File: config.mk
export PLATFORM = sky130hd
export DESIGN_NAME = averaged_fan_level_hysteresis_core
export DESIGN_NICKNAME = d
export VERILOG_FILES = /design/src/hdl/afl_pkg.sv /design/src/hdl/averaged_fan_level_hysteresis_core.sv /design/src/hdl/afl_cfg.sv /design/src/hdl/afl_hyst.sv /design/src/hdl/afl_div.sv
export SDC_FILE = /design/constraint.sdc
export NUM_CORES = 1
export LEC_CHECK = 0
export BUFFER_PORTS_ARGS = -buffer_cell sky130_fd_sc_hd__buf_2
export CAP_MARGIN = 30
export CORE_ASPECT_RATIO = 1.25
export CORE_MARGIN = 4
export CORE_UTILIZATION = 25
export CTS_BUF_LIST = sky130_fd_sc_hd__clkbuf_4
export CTS_CLUSTER_SIZE = 25
export DETAILED_ROUTE_END_ITERATION = 12
export PLACE_DENSITY = 0.44
export SLEW_MARGIN = 20
export SYNTH_ARGS = -nofsm -noshare
export SYNTH_HDL_FRONTEND = slang
export SYNTH_SLANG_ARGS = --single-unit
File: constraint.sdc
create_clock -name clk -period 8.9 [get_ports clk]
set_input_delay 0.89 -clock clk [delete_from_list [all_inputs] [get_ports clk]]
set_output_delay 0.89 -clock clk [all_outputs]
set_load 0.02 [all_outputs]
File: src/hdl/afl_pkg.sv
// Shared widths, register codes, reset values and the level result type.
`default_nettype none
package afl_pkg;

	// field widths
	localparam int SAMPLE_W = 12;
	localparam int THR_W    = 12;
	localparam int DUTY_W   = 10;
	localparam int LEVEL_W  = 2;
	localparam int TEMP_W   = 12;
	localparam int IDX_W    = 3;
	localparam int DATA_W   = 12;

	// scale: full-scale code maps to 330.0 degrees
	localparam int FULL_CODE   = 4095;
	localparam int FULL_TENTHS = 3300;
	localparam int TENTHS_W    = 12;
	localparam int DUTY_MAX    = 1000;

	// register indexes
	localparam logic [IDX_W-1:0] REG_RISE_MID  = 3'd0;
	localparam logic [IDX_W-1:0] REG_FALL_LOW  = 3'd1;
	localparam logic [IDX_W-1:0] REG_RISE_HIGH = 3'd2;
	localparam logic [IDX_W-1:0] REG_FALL_MID  = 3'd3;
	localparam logic [IDX_W-1:0] REG_DUTY_LOW  = 3'd4;
	localparam logic [IDX_W-1:0] REG_DUTY_MID  = 3'd5;
	localparam logic [IDX_W-1:0] REG_DUTY_HIGH = 3'd6;

	// register reset values
	localparam int RST_RISE_MID  = 255;
	localparam int RST_FALL_LOW  = 245;
	localparam int RST_RISE_HIGH = 305;
	localparam int RST_FALL_MID  = 295;
	localparam logic [DUTY_W-1:0] RST_DUTY_LOW  = 10'd250;
	localparam logic [DUTY_W-1:0] RST_DUTY_MID  = 10'd550;
	localparam logic [DUTY_W-1:0] RST_DUTY_HIGH = 10'd900;

	// fan levels
	localparam logic [LEVEL_W-1:0] LVL_LOW  = 2'd0;
	localparam logic [LEVEL_W-1:0] LVL_MID  = 2'd1;
	localparam logic [LEVEL_W-1:0] LVL_HIGH = 2'd2;

	// level decision for one block
	typedef struct packed {
		logic [LEVEL_W-1:0] level;
		logic [DUTY_W-1:0]  duty;
		logic               changed;
	} lvl_info_t;

endpackage
`default_nettype wire

File: src/hdl/averaged_fan_level_hysteresis_core.sv
// Top level: sample accumulator, block pipeline and result register.
//
//  channel  | handshake            | payload
//  ---------+----------------------+-----------------------------------------
//  input    | in_valid / in_ready  | sample
//  config   | cfg_valid/cfg_ready  | cfg_index, cfg_data
//  result   | out_valid/out_ready  | fan_level, duty, temp_tenths, level_changed
//
// One sample is taken per cycle while in_ready is high; every AVG_SAMPLES-th sample closes a block.
// After the transfer of a block's last sample, the block moves through the sum,
// compare, quotient estimate and correction registers, and out_valid rises as the
// last of them is loaded; the first is loaded by that transfer.
// Each stage holds only when it is full and the stage after it is stalled,
// so samples keep flowing while a result waits on out_ready, until all four
// stages hold a block.
// Reset clears the sum, count, level and stage valids and loads the config registers with their reset values.
`default_nettype none
module averaged_fan_level_hysteresis_core #(
	parameter int AVG_SAMPLES = 8
) (
	input  wire logic                          clk,
	input  wire logic                          arst_n,
	input  wire logic                          in_valid,
	output logic                               in_ready,
	input  wire logic [afl_pkg::SAMPLE_W-1:0]  sample,
	input  wire logic                          cfg_valid,
	output logic                               cfg_ready,
	input  wire logic [afl_pkg::IDX_W-1:0]     cfg_index,
	input  wire logic [afl_pkg::DATA_W-1:0]    cfg_data,
	output logic                               out_valid,
	input  wire logic                          out_ready,
	output logic [afl_pkg::LEVEL_W-1:0]        fan_level,
	output logic [afl_pkg::DUTY_W-1:0]         duty,
	output logic [afl_pkg::TEMP_W-1:0]         temp_tenths,
	output logic                               level_changed
);
	import afl_pkg::*;

	localparam int CNT_W = $clog2(AVG_SAMPLES);
	localparam int SUM_W = SAMPLE_W + CNT_W;
	localparam int LHS_W = SUM_W + TENTHS_W;
	localparam int SCL_W = THR_W + $clog2(FULL_CODE * AVG_SAMPLES + 1);

	logic [SCL_W-1:0]   rise_mid, fall_low, rise_high, fall_mid;
	logic [DUTY_W-1:0]  duty_low, duty_mid, duty_high;

	logic [SUM_W-1:0]   sum_q;
	logic [CNT_W-1:0]   cnt_q;
	logic [LEVEL_W-1:0] level_q;

	logic               v_s1, v_s2, v_s3;
	logic [SUM_W-1:0]   sum_s1;
	logic [LHS_W-1:0]   lhs_s2;
	lvl_info_t          info_s2, info_s3;

	logic [LHS_W-1:0]   lhs_c;
	lvl_info_t          info_c;
	logic [TEMP_W-1:0]  temp_c;
	logic [SUM_W-1:0]   sum_nxt;
	logic               in_xfer, last;
	logic               adv_out, adv_s3, adv_s2, adv_s1;

	afl_cfg #(.AVG_SAMPLES(AVG_SAMPLES)) u_cfg (
		.clk       (clk),
		.arst_n    (arst_n),
		.cfg_valid (cfg_valid),
		.cfg_ready (cfg_ready),
		.cfg_index (cfg_index),
		.cfg_data  (cfg_data),
		.rise_mid  (rise_mid),
		.fall_low  (fall_low),
		.rise_high (rise_high),
		.fall_mid  (fall_mid),
		.duty_low  (duty_low),
		.duty_mid  (duty_mid),
		.duty_high (duty_high)
	);

	// stage advance chain, back from the result register
	assign adv_out  = !out_valid || out_ready;
	assign adv_s3   = !v_s3 || adv_out;
	assign adv_s2   = !v_s2 || adv_s3;
	assign adv_s1   = !v_s1 || adv_s2;
	assign in_ready = adv_s1;

	assign in_xfer = in_valid && in_ready;
	assign last    = (cnt_q == CNT_W'(AVG_SAMPLES - 1));
	assign sum_nxt = sum_q + SUM_W'(sample);

	// block accumulator
	always_ff @(posedge clk or negedge arst_n) begin
		if (!arst_n) begin
			sum_q <= '0;
			cnt_q <= '0;
		end else if (in_xfer) begin
			if (last) begin
				sum_q <= '0;
				cnt_q <= '0;
			end else begin
				sum_q <= sum_nxt;
				cnt_q <= cnt_q + CNT_W'(1);
			end
		end
	end

	// stage valids and fan level
	always_ff @(posedge clk or negedge arst_n) begin
		if (!arst_n) begin
			v_s1      <= 1'b0;
			v_s2      <= 1'b0;
			v_s3      <= 1'b0;
			out_valid <= 1'b0;
			level_q   <= LVL_LOW;
		end else begin
			if (adv_s1)  v_s1 <= in_xfer && last;
			if (adv_s2)  v_s2 <= v_s1;
			if (adv_s3)  v_s3 <= v_s2;
			if (adv_out) out_valid <= v_s3;
			if (adv_s2 && v_s1) level_q <= info_c.level;
		end
	end

	afl_hyst #(.AVG_SAMPLES(AVG_SAMPLES)) u_hyst (
		.sum       (sum_s1),
		.level     (level_q),
		.rise_mid  (rise_mid),
		.fall_low  (fall_low),
		.rise_high (rise_high),
		.fall_mid  (fall_mid),
		.duty_low  (duty_low),
		.duty_mid  (duty_mid),
		.duty_high (duty_high),
		.lhs       (lhs_c),
		.info      (info_c)
	);

	afl_div #(.AVG_SAMPLES(AVG_SAMPLES)) u_div (
		.clk  (clk),
		.ld   (adv_s3),
		.lhs  (lhs_s2),
		.temp (temp_c)
	);

	// payload stages
	always_ff @(posedge clk) begin
		if (adv_s1) sum_s1 <= sum_nxt;
		if (adv_s2) begin
			lhs_s2  <= lhs_c;
			info_s2 <= info_c;
		end
		if (adv_s3) info_s3 <= info_s2;
		if (adv_out) begin
			fan_level     <= info_s3.level;
			duty          <= info_s3.duty;
			level_changed <= info_s3.changed;
			temp_tenths   <= temp_c;
		end
	end

endmodule
`default_nettype wire

File: src/hdl/afl_cfg.sv
// Configuration registers; thresholds are stored pre-scaled to block-sum units.
`default_nettype none
module afl_cfg #(
	parameter int AVG_SAMPLES = 8
) (
	input  wire logic                         clk,
	input  wire logic                         arst_n,
	input  wire logic                         cfg_valid,
	output logic                              cfg_ready,
	input  wire logic [afl_pkg::IDX_W-1:0]    cfg_index,
	input  wire logic [afl_pkg::DATA_W-1:0]   cfg_data,
	output logic [afl_pkg::THR_W+$clog2(afl_pkg::FULL_CODE*AVG_SAMPLES+1)-1:0] rise_mid,
	output logic [afl_pkg::THR_W+$clog2(afl_pkg::FULL_CODE*AVG_SAMPLES+1)-1:0] fall_low,
	output logic [afl_pkg::THR_W+$clog2(afl_pkg::FULL_CODE*AVG_SAMPLES+1)-1:0] rise_high,
	output logic [afl_pkg::THR_W+$clog2(afl_pkg::FULL_CODE*AVG_SAMPLES+1)-1:0] fall_mid,
	output logic [afl_pkg::DUTY_W-1:0]        duty_low,
	output logic [afl_pkg::DUTY_W-1:0]        duty_mid,
	output logic [afl_pkg::DUTY_W-1:0]        duty_high
);
	import afl_pkg::*;

	localparam int DIV_FULL = FULL_CODE * AVG_SAMPLES;
	localparam int DF_W     = $clog2(DIV_FULL + 1);
	localparam int SCL_W    = THR_W + DF_W;

	logic [SCL_W-1:0] scaled;
	logic             wr;

	assign cfg_ready = 1'b1;
	assign wr        = cfg_valid && cfg_ready;

	// threshold times 4095*N, one constant multiply on the write path
	assign scaled = SCL_W'(cfg_data[THR_W-1:0]) * SCL_W'(DIV_FULL);

	// register file
	always_ff @(posedge clk or negedge arst_n) begin
		if (!arst_n) begin
			rise_mid  <= SCL_W'(RST_RISE_MID * DIV_FULL);
			fall_low  <= SCL_W'(RST_FALL_LOW * DIV_FULL);
			rise_high <= SCL_W'(RST_RISE_HIGH * DIV_FULL);
			fall_mid  <= SCL_W'(RST_FALL_MID * DIV_FULL);
			duty_low  <= RST_DUTY_LOW;
			duty_mid  <= RST_DUTY_MID;
			duty_high <= RST_DUTY_HIGH;
		end else if (wr) begin
			unique case (cfg_index)
				REG_RISE_MID:  rise_mid  <= scaled;
				REG_FALL_LOW:  fall_low  <= scaled;
				REG_RISE_HIGH: rise_high <= scaled;
				REG_FALL_MID:  fall_mid  <= scaled;
				REG_DUTY_LOW:  duty_low  <= cfg_data[DUTY_W-1:0];
				REG_DUTY_MID:  duty_mid  <= cfg_data[DUTY_W-1:0];
				REG_DUTY_HIGH: duty_high <= cfg_data[DUTY_W-1:0];
				default: ;     // unknown index ignored
			endcase
		end
	end

endmodule
`default_nettype wire

File: src/hdl/afl_hyst.sv
// Block-sum scaling, threshold compares and the three-level hysteresis decision.
`default_nettype none
module afl_hyst #(
	parameter int AVG_SAMPLES = 8
) (
	input  wire logic [afl_pkg::SAMPLE_W+$clog2(AVG_SAMPLES)-1:0] sum,
	input  wire logic [afl_pkg::LEVEL_W-1:0]  level,
	input  wire logic [afl_pkg::THR_W+$clog2(afl_pkg::FULL_CODE*AVG_SAMPLES+1)-1:0] rise_mid,
	input  wire logic [afl_pkg::THR_W+$clog2(afl_pkg::FULL_CODE*AVG_SAMPLES+1)-1:0] fall_low,
	input  wire logic [afl_pkg::THR_W+$clog2(afl_pkg::FULL_CODE*AVG_SAMPLES+1)-1:0] rise_high,
	input  wire logic [afl_pkg::THR_W+$clog2(afl_pkg::FULL_CODE*AVG_SAMPLES+1)-1:0] fall_mid,
	input  wire logic [afl_pkg::DUTY_W-1:0]   duty_low,
	input  wire logic [afl_pkg::DUTY_W-1:0]   duty_mid,
	input  wire logic [afl_pkg::DUTY_W-1:0]   duty_high,
	output logic [afl_pkg::SAMPLE_W+$clog2(AVG_SAMPLES)+afl_pkg::TENTHS_W-1:0] lhs,
	output afl_pkg::lvl_info_t                info
);
	import afl_pkg::*;

	localparam int SUM_W = SAMPLE_W + $clog2(AVG_SAMPLES);
	localparam int LHS_W = SUM_W + TENTHS_W;
	localparam int SCL_W = THR_W + $clog2(FULL_CODE * AVG_SAMPLES + 1);
	localparam int CMP_W = (LHS_W > SCL_W) ? LHS_W : SCL_W;

	logic                ge_rm, ge_fl, ge_rh, ge_fm;
	logic [LEVEL_W-1:0]  nxt;
	logic [DUTY_W-1:0]   raw;

	// sum * 3300, compared exactly against pre-scaled thresholds
	assign lhs   = LHS_W'(sum) * LHS_W'(FULL_TENTHS);
	assign ge_rm = CMP_W'(lhs) >= CMP_W'(rise_mid);
	assign ge_fl = CMP_W'(lhs) >= CMP_W'(fall_low);
	assign ge_rh = CMP_W'(lhs) >= CMP_W'(rise_high);
	assign ge_fm = CMP_W'(lhs) >= CMP_W'(fall_mid);

	// next level; falling wins over rising at medium
	always_comb begin
		nxt = level;
		unique case (level)
			LVL_LOW: begin
				if (ge_rm) nxt = LVL_MID;
			end
			LVL_MID: begin
				if (!ge_fl)     nxt = LVL_LOW;
				else if (ge_rh) nxt = LVL_HIGH;
			end
			default: begin
				if (!ge_fm) nxt = LVL_MID;
			end
		endcase
	end

	// duty of the new level, saturated
	always_comb begin
		unique case (nxt)
			LVL_LOW: raw = duty_low;
			LVL_MID: raw = duty_mid;
			default: raw = duty_high;
		endcase
	end

	assign info.level   = nxt;
	assign info.duty    = (raw > DUTY_W'(DUTY_MAX)) ? DUTY_W'(DUTY_MAX) : raw;
	assign info.changed = (nxt != level);

endmodule
`default_nettype wire

File: src/hdl/afl_div.sv
// Divide by 4095*N via reciprocal multiply, then one compare-and-correct step.
`default_nettype none
module afl_div #(
	parameter int AVG_SAMPLES = 8
) (
	input  wire logic clk,
	input  wire logic ld,
	input  wire logic [afl_pkg::SAMPLE_W+$clog2(AVG_SAMPLES)+afl_pkg::TENTHS_W-1:0] lhs,
	output logic [afl_pkg::TEMP_W-1:0] temp
);
	import afl_pkg::*;

	localparam int SUM_W    = SAMPLE_W + $clog2(AVG_SAMPLES);
	localparam int LHS_W    = SUM_W + TENTHS_W;
	localparam int DIV_FULL = FULL_CODE * AVG_SAMPLES;
	localparam int DF_W     = $clog2(DIV_FULL + 1);
	// lhs < 2**LHS_W, so the estimate is the quotient or one below it
	localparam longint RECIP = (longint'(1) << LHS_W) / DIV_FULL;
	localparam int RC_W     = $clog2(RECIP + 1);
	localparam int PR_W     = LHS_W + RC_W;
	localparam int QD_W     = TEMP_W + DF_W;

	logic [PR_W-1:0]   prod;
	logic [TEMP_W-1:0] q0_s3;
	logic [LHS_W-1:0]  lhs_s3;
	logic [QD_W-1:0]   qd;
	logic [LHS_W-1:0]  rem;

	// quotient estimate
	assign prod = PR_W'(lhs) * PR_W'(RECIP);

	always_ff @(posedge clk) begin
		if (ld) begin
			q0_s3  <= prod[LHS_W +: TEMP_W];
			lhs_s3 <= lhs;
		end
	end

	// remainder check, bump by one if still at or above the divisor
	assign qd   = QD_W'(q0_s3) * QD_W'(DIV_FULL);
	assign rem  = lhs_s3 - LHS_W'(qd);
	assign temp = (rem >= LHS_W'(DIV_FULL)) ? q0_s3 + TEMP_W'(1) : q0_s3;

endmodule
`default_nettype wire

==> metrics.md <==
| Metric | Value |
|---|---|
| DR iter-0 viols | `705` |
| Vias | `16600` |
| Final min period | `8.37 ns` |
| HP Start | `cfg_data[5]` |
| Area delta synth->final | `12.6%` |
| Number of vias per cell | `4.51` |
| Routed WL | `63200 microns` |
| TritonCTS clock tree | `yes` |
| Initial antenna violation count | `3` |
| CP required | `9.46 ns` |
| Synth top area share | `19.3%` |
| Worst hold-check path type | `primary input to flip-flop` |
| DPL Wire Length | `51600 microns` |
| Post-synth top flop | `edfxtp_1` |
| Crit Path Max Fanout | `7` |
| Tcrit/Tclk final | `94.1%` |
| Avg WL per Cell | `17.1 microns` |
| Pin count of the biggest net entering global routing | `72` |
| Die Y-Extent | `354 microns` |
| Setup TNS | `0 ns` |
| Critical path class | `flip-flop to flip-flop` |
| Largest cells by area after synthesis | `ha_1, edfxtp_1, fa_1` |
| Clk buf depth | `3` |
| # setup viols final | `0` |
| Status | `completed` |
| Grt total ovfl | `0` |
| DRC violations left | `0` |
| Distinct cells, synth | `75` |
| Crit start category | `flip-flop` |
| RD Place Congestion | `0.871` |
| Mean Syn Cell Area | `10.5 sq um` |
| Mapped Area | `23900 sq um` |
| Final Max Tran Viols | `0` |
| DR pass1 iterations | `7` |
| RSZ-0062 raised after global routing | `false` |
| Setup Skew | `0.0785 ns` |
| Final #Nets | `2984` |
| # IOs | `60` |
| Core area | `94600 sq um` |
| Slowest cell on the critical path | `fa_1` |
| Slew HR | `38.2%` |
| Initial Util | `25.2%` |
| Sequential area share after synthesis | `32.0%` |
| Die area | `101000 sq um` |
| Mapped Nets | `2854` |
| Layout cells sized above 1 | `13.9%` |
| Element type at the critical path end | `flip-flop` |
| Clk sinks | `277` |
| Antenna viol nets, final | `0` |
| CP Launch Point | `sum_s1[4]$_DFFE_PN_` |
| Yosys reg bits | `277` |
| # rows | `126` |
| Vias in the first global route | `18100` |
| Critical Path AT | `8.93 ns` |
| Post-CTS Setup Bufs | `0` |
| Seq. cell area | `7640 sq um` |
| Clk_lat worst skew | `0.83 ns` |
| R2R setup slack | `0.53 ns` |
| Post-synthesis instance total | `2271` |
| FMAX | `119 MHz` |
| Post-synth ARST share | `54.2%` |
| Hold Fails Final Rpt | `0` |
| MaxCap Viol Count | `0` |
| Worst slew pin tran | `0.921 ns` |
| Die W | `284 microns` |
| Most numerous cell in the Yosys netlist | `inv_1` |
| Area of the multi-input gates | `14700 sq um` |
| Crit-path max cell delay | `0.54 ns` |
| Crit path to | `info_s2[2]$_SDFFCE_PN0P_` |
| FF-to-FF path depth | `28` |
| Fill cells | `9973` |
| Yosys top cell by area | `ha_1` |
| Top cells by count, synth | `inv_1, ha_1, fa_1` |
| IO buf count | `58` |
| Synth warn | `0` |
| Number of flops mapped to enable cells by yosys | `127` |
| Clk root buf | `clkbuf_4` |
| First-pass GRT wire length | `101000 microns` |
| R2R Path End | `info_s2[2]$_SDFFCE_PN0P_` |
| FF-to-FF Start | `sum_s1[4]$_DFFE_PN_` |
| Clock transition at path regs | `0.07 ns` |
| CTS Buf Count | `81` |
| CTS H-Tree Depth | `3` |
| GRT Overall Usage | `12.7%` |
## cell families (layout without fill, tap and decap cells)
family          count (synthesis)  after routing  share of synthesized area, %
buf+inv                       419            615                          6.62
xor+xnor                       97             97                          3.56
fa+ha+maj                     551            551                          34.6
flops                         277            277                          32.0
mux                            43             43                          2.01
simple gates                  436            436                          8.93
other cells                     1              4                        0.0157
compound gates                447            447                          12.2
## how the worst min path moves through the flow
stage / cells past startpoint / slack (ns) / end
final: 3 / 0.38 / u_cfg.duty_low[5]$_DFFE_PN1P_
after global routing: 3 / 0.32 / v_s1$_DFFE_PN0N_
after CTS: 3 / 0.28 / u_cfg.duty_low[5]$_DFFE_PN1P_
after detailed placement: 0 / 0.41 / info_s3[0]$_DFFE_PP_
after global placement: 0 / 0.41 / level_changed$_DFFE_PP_
after floorplan: 0 / 0.40 / duty[0]$_DFFE_PP_
## area by class of cell
cell class | instances | area share (%)
multi-input cells | 1575 | 54.6
flip-flops and latches | 277 | 28.4
well taps | 1216 | 5.66
inverters | 382 | 5.33
clock buffers | 117 | 3.27
repair buffers | 84 | 1.90
clock inverters | 32 | 0.712
diodes | 3 | 0.0279
## per-stage QoR
stage | setup WS [ns] | util [%] | hold WS (ns) | std cells | cell area (sq um)
2_1_floorplan | 1.43 | - | 0.400 | 2271 | 23900
3_3_place_gp | 0.371 | 27.2 | 0.408 | 3530 | 25700
3_5_place_dp | 0.228 | 27.2 | 0.406 | 3531 | 25700
4_1_cts | 0.213 | 28.3 | 0.278 | 3681 | 26800
5_1_grt | 0.0462 | 28.4 | 0.317 | 3686 | 26900
6_report | 0.529 | 28.4 | 0.375 | 3686 | 26900
## layer usage
| metal | up-vias | routed length, microns | track usage, % |
|---|---|---|---|
| li1 | 8157 | - | - |
| met1 | 8065 | 26800 | 15.1 |
| met2 | 295 | 32300 | 23.1 |
| met3 | 123 | 2020 | 1.91 |
| met4 | 2 | 2090 | 4.60 |
| met5 | - | 13 | 0 |
## sequential cells by signal, summed over array words and instances (netlist names), 3 cells and up
register / flops
cnt_q: 3
duty: 10
info_s2: 13
info_s3: 13
lhs_s2: 25
sum_q: 15
sum_s1: 15
temp_tenths: 12
u_cfg.duty_high: 10
u_cfg.duty_low: 10
u_cfg.duty_mid: 10
u_cfg.fall_low: 24
u_cfg.fall_mid: 24
u_cfg.rise_high: 24
u_cfg.rise_mid: 24
u_div.lhs_s3: 24
u_div.q0_s3: 12
## what timing repair did
action / 4_1_cts / 5_1_grt
setup endpoints to repair: 0 / 5
hold buffers: 1 / 0
resized for setup: 0 / 2
endpoints found under the hold margin: 23 / 0
## critical path: cells and delay by family (launching register included)
kind	cells	cell delay, ns
AOI/OAI and AO/OA	9	2.26
adders and majority gates	7	3.04
buffers and inverters	4	0.22
xor gates and xnor gates	1	0.51
DFF	1	0.47
and+or+nand+nor	7	1.65
## cell usage in the layout, fill, tap and decap left out, types with 23 or more instances in the layout
cell,instances
nor3_1,31
xor2_1,32
nor2_1,64
a21o_1,62
dfrtp_1,88
mux2_2,40
fa_1,183
buf_2,57
nand2_1,160
a21oi_1,89
o21ai_0,138
clkbuf_4,117
edfxtp_1,127
nand4_1,23
dfstp_2,62
buf_4,23
nand3_1,39
ha_1,368
xnor2_1,65
nand2b_1,23
inv_1,382
Power is not shown: default switching activity piles up to over one toggle a cycle in this logic, so the estimate is an artifact.
